File: src/design/spq_pkg.sv
// shared types and codes for the stable priority queue
// no dependencies; used by spq_cell and stable_priority_queue_unit
package spq_pkg;

    // operation codes
    localparam logic OP_ENQ = 1'b0;
    localparam logic OP_DEQ = 1'b1;

    // valid priority range
    localparam logic [1:0] PRI_LOW  = 2'd1;
    localparam logic [1:0] PRI_HIGH = 2'd3;

    // result status codes
    typedef enum logic [2:0] {
        ST_OK     = 3'd0,
        ST_DUP    = 3'd1,
        ST_FULL   = 3'd2,
        ST_EMPTY  = 3'd3,
        ST_BADPRI = 3'd4
    } status_t;

    // broadcast command to every cell of the row
    typedef struct packed {
        logic       enq;
        logic       deq;
        logic [1:0] pri;
    } cell_cmd_t;

    // what a cell shows its neighbours
    typedef struct packed {
        logic       valid;
        logic       gt;
        logic [1:0] pri;
    } cell_link_t;

endpackage

File: src/design/spq_cell.sv
// one slot of the sorted row: holds an entry, shifts towards the tail on insert
// and towards the head on removal; depends on spq_pkg
module spq_cell #(
    parameter int ID_BITS = 16
) (
    input  logic                  clk,
    input  logic                  rst_n,
    input  spq_pkg::cell_cmd_t    cmd,
    input  logic [ID_BITS-1:0]    new_id,
    input  spq_pkg::cell_link_t   prev_link,
    input  logic [ID_BITS-1:0]    prev_id,
    input  spq_pkg::cell_link_t   next_link,
    input  logic [ID_BITS-1:0]    next_id,
    output spq_pkg::cell_link_t   link,
    output logic [ID_BITS-1:0]    id,
    output logic                  match
);

    logic               valid_reg;
    logic               valid_next;
    logic [ID_BITS-1:0] id_reg;
    logic [ID_BITS-1:0] id_next;
    logic [1:0]         pri_reg;
    logic [1:0]         pri_next;
    logic               gt;

    // the new entry goes in front of this one
    assign gt    = valid_reg && (pri_reg > cmd.pri);
    assign match = valid_reg && (id_reg == new_id);

    assign link.valid = valid_reg;
    assign link.gt    = gt;
    assign link.pri   = pri_reg;
    assign id         = id_reg;

    // next slot contents
    always_comb
    begin
        valid_next = valid_reg;
        id_next    = id_reg;
        pri_next   = pri_reg;
        if (cmd.enq)
        begin
            if (prev_link.gt)
            begin
                valid_next = prev_link.valid;
                id_next    = prev_id;
                pri_next   = prev_link.pri;
            end
            else if ((gt || !valid_reg) && prev_link.valid)
            begin
                valid_next = 1'b1;
                id_next    = new_id;
                pri_next   = cmd.pri;
            end
        end
        else if (cmd.deq)
        begin
            valid_next = next_link.valid;
            id_next    = next_id;
            pri_next   = next_link.pri;
        end
    end

    // occupancy flag
    always_ff @(posedge clk or negedge rst_n)
    begin
        if (!rst_n)
            valid_reg <= 1'b0;
        else
            valid_reg <= valid_next;
    end

    // entry payload
    always_ff @(posedge clk)
    begin
        id_reg  <= id_next;
        pri_reg <= pri_next;
    end

endmodule

File: src/design/stable_priority_queue_unit.sv
// top level of the stable priority queue: a row of spq_cell slots kept sorted
// by priority then arrival, plus status logic and the result register; uses spq_pkg
//
//  channel | signals                                   | direction
//  --------+-------------------------------------------+----------
//  in      | in_valid in_ready operation entry_id      | into block
//          | entry_priority                            |
//  out     | out_valid out_ready status served_id      | out of block
//          | served_priority occupancy                 |
//
// one item per cycle: every slot compares with the broadcast item and takes its
// own, its neighbour's or the new entry in the same cycle it is accepted.
// the result is registered on acceptance and appears in the output register in the cycle after.
// in_ready drops only while a finished result waits for out_ready.
// reset empties the row at once (slot valid flags and count); no clearing pass.
module stable_priority_queue_unit #(
    parameter int QUEUE_DEPTH = 16,
    parameter int ID_BITS     = 16
) (
    input  logic                               clk,
    input  logic                               rst_n,
    input  logic                               in_valid,
    output logic                               in_ready,
    input  logic                               operation,
    input  logic [ID_BITS-1:0]                 entry_id,
    input  logic [1:0]                         entry_priority,
    output logic                               out_valid,
    input  logic                               out_ready,
    output logic [2:0]                         status,
    output logic [ID_BITS-1:0]                 served_id,
    output logic [1:0]                         served_priority,
    output logic [$clog2(QUEUE_DEPTH+1)-1:0]   occupancy
);

    localparam int CNT_W = $clog2(QUEUE_DEPTH + 1);
    localparam logic [CNT_W-1:0] FULL_COUNT = CNT_W'(QUEUE_DEPTH);

    spq_pkg::cell_link_t  links [QUEUE_DEPTH+2];
    logic [ID_BITS-1:0]   ids   [QUEUE_DEPTH+2];
    logic [QUEUE_DEPTH-1:0] id_hits;
    spq_pkg::cell_cmd_t   cmd;

    logic                 accept;
    logic                 bad_pri;
    logic                 dup;
    logic                 full;
    logic                 empty;
    spq_pkg::status_t     status_c;
    logic [CNT_W-1:0]     count_reg;
    logic [CNT_W-1:0]     count_next;

    logic                 out_valid_reg;
    spq_pkg::status_t     status_reg;
    logic [ID_BITS-1:0]   served_id_reg;
    logic [1:0]           served_pri_reg;
    logic [CNT_W-1:0]     occupancy_reg;

    assign in_ready = !out_valid_reg || out_ready;
    assign accept   = in_valid && in_ready;

    // row ends: a head that never displaces, a tail that is always empty
    assign links[0].valid           = 1'b1;
    assign links[0].gt              = 1'b0;
    assign links[0].pri             = 2'd0;
    assign ids[0]                   = '0;
    assign links[QUEUE_DEPTH+1].valid = 1'b0;
    assign links[QUEUE_DEPTH+1].gt    = 1'b0;
    assign links[QUEUE_DEPTH+1].pri   = 2'd0;
    assign ids[QUEUE_DEPTH+1]         = '0;

    // row of slots, front at slot 0
    for (genvar g = 0; g < QUEUE_DEPTH; g++)
    begin : g_cell
        spq_cell #(
            .ID_BITS (ID_BITS)
        ) u_cell (
            .clk       (clk),
            .rst_n     (rst_n),
            .cmd       (cmd),
            .new_id    (entry_id),
            .prev_link (links[g]),
            .prev_id   (ids[g]),
            .next_link (links[g+2]),
            .next_id   (ids[g+2]),
            .link      (links[g+1]),
            .id        (ids[g+1]),
            .match     (id_hits[g])
        );
    end

    // rejection checks
    assign bad_pri = (entry_priority < spq_pkg::PRI_LOW) ||
                     (entry_priority > spq_pkg::PRI_HIGH);
    assign dup     = |id_hits;
    assign full    = links[QUEUE_DEPTH].valid;
    assign empty   = !links[1].valid;

    // status and command for the row
    always_comb
    begin
        cmd.pri    = entry_priority;
        cmd.enq    = 1'b0;
        cmd.deq    = 1'b0;
        status_c   = spq_pkg::ST_OK;
        count_next = count_reg;
        if (operation == spq_pkg::OP_ENQ)
        begin
            if (bad_pri)
                status_c = spq_pkg::ST_BADPRI;
            else if (dup)
                status_c = spq_pkg::ST_DUP;
            else if (full)
                status_c = spq_pkg::ST_FULL;
            else
            begin
                cmd.enq    = accept;
                count_next = count_reg + CNT_W'(1);
            end
        end
        else
        begin
            if (empty)
                status_c = spq_pkg::ST_EMPTY;
            else
            begin
                cmd.deq    = accept;
                count_next = count_reg - CNT_W'(1);
            end
        end
    end

    // entry count and result handshake
    always_ff @(posedge clk or negedge rst_n)
    begin
        if (!rst_n)
        begin
            count_reg     <= '0;
            out_valid_reg <= 1'b0;
        end
        else
        begin
            if (accept)
                count_reg <= count_next;
            if (accept)
                out_valid_reg <= 1'b1;
            else if (out_ready)
                out_valid_reg <= 1'b0;
        end
    end

    // result payload
    always_ff @(posedge clk)
    begin
        if (accept)
        begin
            status_reg    <= status_c;
            occupancy_reg <= count_next;
            if (operation == spq_pkg::OP_DEQ && !empty)
            begin
                served_id_reg  <= ids[1];
                served_pri_reg <= links[1].pri;
            end
            else
            begin
                served_id_reg  <= '0;
                served_pri_reg <= 2'd0;
            end
        end
    end

    assign out_valid       = out_valid_reg;
    assign status          = status_reg;
    assign served_id       = served_id_reg;
    assign served_priority = served_pri_reg;
    assign occupancy       = occupancy_reg;

    // count agrees with the front slot
    a_empty_front: assert property (@(posedge clk) disable iff (!rst_n)
        (count_reg == '0) == !links[1].valid)
        else $error("count and front slot disagree");

    // count agrees with the tail slot
    a_full_tail: assert property (@(posedge clk) disable iff (!rst_n)
        (count_reg == FULL_COUNT) == links[QUEUE_DEPTH].valid)
        else $error("count and tail slot disagree");

    // at most one slot holds the offered entry id
    a_unique_ids: assert property (@(posedge clk) disable iff (!rst_n)
        $onehot0(id_hits))
        else $error("same id held in two slots");

    // an accepted removal shrinks the count by one
    a_deq_count: assert property (@(posedge clk) disable iff (!rst_n)
        (accept && cmd.deq) |=> (count_reg == $past(count_reg) - CNT_W'(1)))
        else $error("removal did not shrink the count");

endmodule

File: config.mk
export PLATFORM = sky130hd
export DESIGN_NAME = stable_priority_queue_unit
export DESIGN_NICKNAME = d
export VERILOG_FILES = /design/src/design/spq_pkg.sv /design/src/design/spq_cell.sv /design/src/design/stable_priority_queue_unit.sv
export SDC_FILE = /design/constraint.sdc
export NUM_CORES = 1
export LEC_CHECK = 0
export ABC_AREA = 1
export BUFFER_PORTS_ARGS = -buffer_cell sky130_fd_sc_hd__buf_2
export CAP_MARGIN = 40
export CORE_ASPECT_RATIO = 1.1
export CORE_MARGIN = 2
export CORE_UTILIZATION = 60
export CTS_BUF_LIST = sky130_fd_sc_hd__clkbuf_4
export CTS_CLUSTER_SIZE = 12
export DETAILED_ROUTE_END_ITERATION = 12
export PLACE_DENSITY = 0.85
export SYNTH_ARGS = -nofsm -noshare
export SYNTH_HDL_FRONTEND = slang
export SYNTH_SLANG_ARGS = --single-unit
File: constraint.sdc
create_clock -name clk -period 3.15 [get_ports clk]
set_clock_uncertainty 0.05 [all_clocks]
set_input_delay 0.7875 -clock clk [delete_from_list [all_inputs] [get_ports clk]]
set_output_delay 0.7875 -clock clk [all_outputs]
set_load 0.1 [all_outputs]
==> flow_summary.json <==
{
  "start_util_pct": 61.1,
  "worst_pin_slew_ns": 0.663,
  "final-seq-area_sq_um": 9980,
  "power.switching_mw": 6.30,
  "worstSetupPathType": "flip-flop to flip-flop",
  "io_pins": 51,
  "clkTransAtPathRegs_ns": 0.07,
  "min_path_type": "input port to flip-flop",
  "fin_cells": 3441,
  "cpMaxStageDelayCell": "edfxtp_1",
  "pwr-share-seq_pct": 40.1,
  "cp_slowest_stage_delay_ns": 0.42,
  "routabilityCongestion": 1.04,
  "final_nets": 2953,
  "rsz0062_at_grt": "false",
  "max_slew_margin_pct": 55.8,
  "ys_ff_latch": 336,
  "nFillCells": 2768,
  "p_sw_share_pct": 39.9,
  "syn_nets": 2787,
  "largest_reg_flops": 256,
  "cts.sinks": 336,
  "synth_cell_types": 29,
  "num_rows": 72,
  "cts_tree": "built",
  "h-tree-depth": 3,
  "period_minus_slack_ns": 3.01,
  "overflow": 0,
  "cap_violations": 0,
  "mostFrequentLayoutCells": "nand2_1 (767), inv_1 (327), edfxtp_1 (314)",
  "ir_drop_uv": 459,
  "hold_ws_ns": 0.237,
  "power.density_nw_per_um2": 626,
  "final_max_slew_viol_count": 0,
  "internal_power_mw": 9.47,
  "pwr-share-comb_pct": 35.8,
  "ys_seq_area_share_pct": 46.2,
  "drc": 0,
  "post_cts.repair.setup_buffers": 0,
  "setup_viol": 0,
  "num_vias": 20858,
  "area_growth_pct": 16.7,
  "die_area_sq_um": 37500,
  "drive_gt1_share_pct": 16.1,
  "worstSetupStartpointType": "flip-flop",
  "worst_setup_path_end_kind": "flip-flop",
  "drt-pass1-iter-count": 7,
  "post-route-period-util_pct": 95.7,
  "track_usage_pct": 38.6,
  "wl_per_cell_um": 20.8,
  "core-area_sq_um": 35300,
  "drtIter0Drc": 2659,
  "placed_area_sq_um": 24100,
  "tns_ns": 0,
  "port_buffers": 50,
  "grt_max_degree": 51,
  "die_y_um": 203,
  "first_global_vias": 20128,
  "worstPathArrival_ns": 3.61,
  "yosysWarnings": 0,
  "outcome": "finished clean",
  "fin_area_sq_um": 25200,
  "cp_cell_sequence": "inv_2 > nand2_2 > o21ai_4 > nor2_1 > nand2_1 > nor2_1 > nand3_2 > nand2_1 > nor2_1 > nand2_1 > nor2_4 > nand3_4 > nor2_8 > buf_12 > buf_12 > o211ai_1 > o21ai_1",
  "via_per_inst": 6.06,
  "routed_wl_mm": 71.6,
  "power_frac_clock_pct": 24.1,
  "die_w_um": 185,
  "antenna_found_initial": 2,
  "clk_latency_ns": 0.82,
  "multi_input_area_sq_um": 9450,
  "dp_hpwl_mm": 52.2,
  "hold_violations": 0,
  "grt_pass1_wl_mm": 110,
  "synth_area_sq_um": 21600,
  "final_core_util_pct": 71.4,
  "crit_fanout": 29,
  "netlist_instances": 2730,
  "cp.required_ns": 3.75,
  "syn_area_per_cell_sq_um": 7.91,
  "final_common_cell": "nand2_1",
  "cts_buffer_depth": 3,
  "ant_nets": 0,
  "cts_root_buffer": "clkbuf_4",
  "p_leak_nw": 10.7,
  "place_inst": 3283,
  "max_freq_ghz": 0.332,
  "cts_buffers": 91
}
[cells in the mapped netlist]
library cell	instances	area [sq um]
buf_1	1	3.75
clkinv_1	1	3.75
edfxtp_1	314	9430
nand4_1	6	37.5
or2_2	1	6.26
inv_1	345	1290
nor2_8	1	20.0
a31oi_1	3	18.8
inv_4	1	6.26
nor2_4	1	11.3
nor2_1	210	788
nor4_1	1	6.26
nand3_4	1	17.5
o211ai_1	254	1910
xor2_1	74	648
buf_4	20	150
clkbuf_1	71	267
ha_1	34	425
nand3_1	29	145
o21bai_1	3	22.5
inv_2	15	56.3
a21oi_1	28	140
a211oi_2	17	213
nand2_1	778	2920
o21ai_1	236	1180
o21ai_0	156	781
nor3_1	16	80.1
buf_2	91	455
dfrtp_1	22	551
[critical path, delay by kind of cell (launching register included)]
kind | cells | cell delay [ns]
compound gates | 3 | 0.45
flops | 1 | 0.42
simple gates | 11 | 1.31
buf+inv | 3 | 0.59
[cell type report]
class	instances	area share (%)
Timing Repair Buffer	256	10.6
Antenna cell	2	0.0199
Clock buffer	129	3.84
Clock inverter	26	0.412
Inverter	362	5.66
Multi-Input combinational cell	1849	37.5
Tap cell	481	2.39
Sequential cell	336	39.6
[what timing repair did]
action	CTS	global route
hold buffers	1	0
pin swaps	0	0
endpoints found under the hold margin	22	0
gates resized for setup	2	7
endpoints found under the setup margin	414	544
[kinds of logic after synthesis]
group / after synthesis / synth area share (%)
simple gates: 1044 / 18.7
flops: 336 / 46.2
xor+xnor: 74 / 3.00
compound gates: 697 / 19.7
fa+ha+maj: 34 / 1.97
buf+inv: 545 / 10.4
[through the flow]
stage          worst slack (ns)  total power [mW]
2_1_floorplan          -0.00487              9.74
3_3_place_gp             -0.518              11.7
3_5_place_dp             -0.555              11.9
4_1_cts                  0.0338              15.6
5_1_grt                  0.0226              16.5
6_report                  0.136              15.8
[path summary, 6_finish.rpt]
path,from,to,slack (ns),depth (start not counted)
hold / removal,out_ready,out_valid,0.24,4
min in group asynchronous,rst_n,g_cell[7].u_cell.valid_reg,0.49,2
setup reg to reg,g_cell[14].u_cell.id[1],g_cell[7].u_cell.id[0],0.14,17
setup / recovery,g_cell[14].u_cell.id[1],g_cell[7].u_cell.id[0],0.14,17
max in group asynchronous,rst_n,out_valid,2.08,2
hold reg to reg,out_valid,out_valid,0.51,2
[power groups by stage]
stage	Sequential, mW	Combinational (mW)	Clock, mW
after floorplan	6.60	3.14	0
after global placement	6.36	5.33	0
after detailed placement	6.39	5.46	0
after CTS	6.30	5.50	3.82
after global routing	6.38	6.08	4.03
final	6.32	5.65	3.80
[per-layer routing]
metal	global-route usage, %	vias up	part of all wire (%)
met1	45.5	9557	35
met5	0.400	-	0
met3	8.18	331	10
met4	29.7	0	8.3
li1	-	9529	-
met2	61.7	1441	47
(Power assumes the default switching activity.)
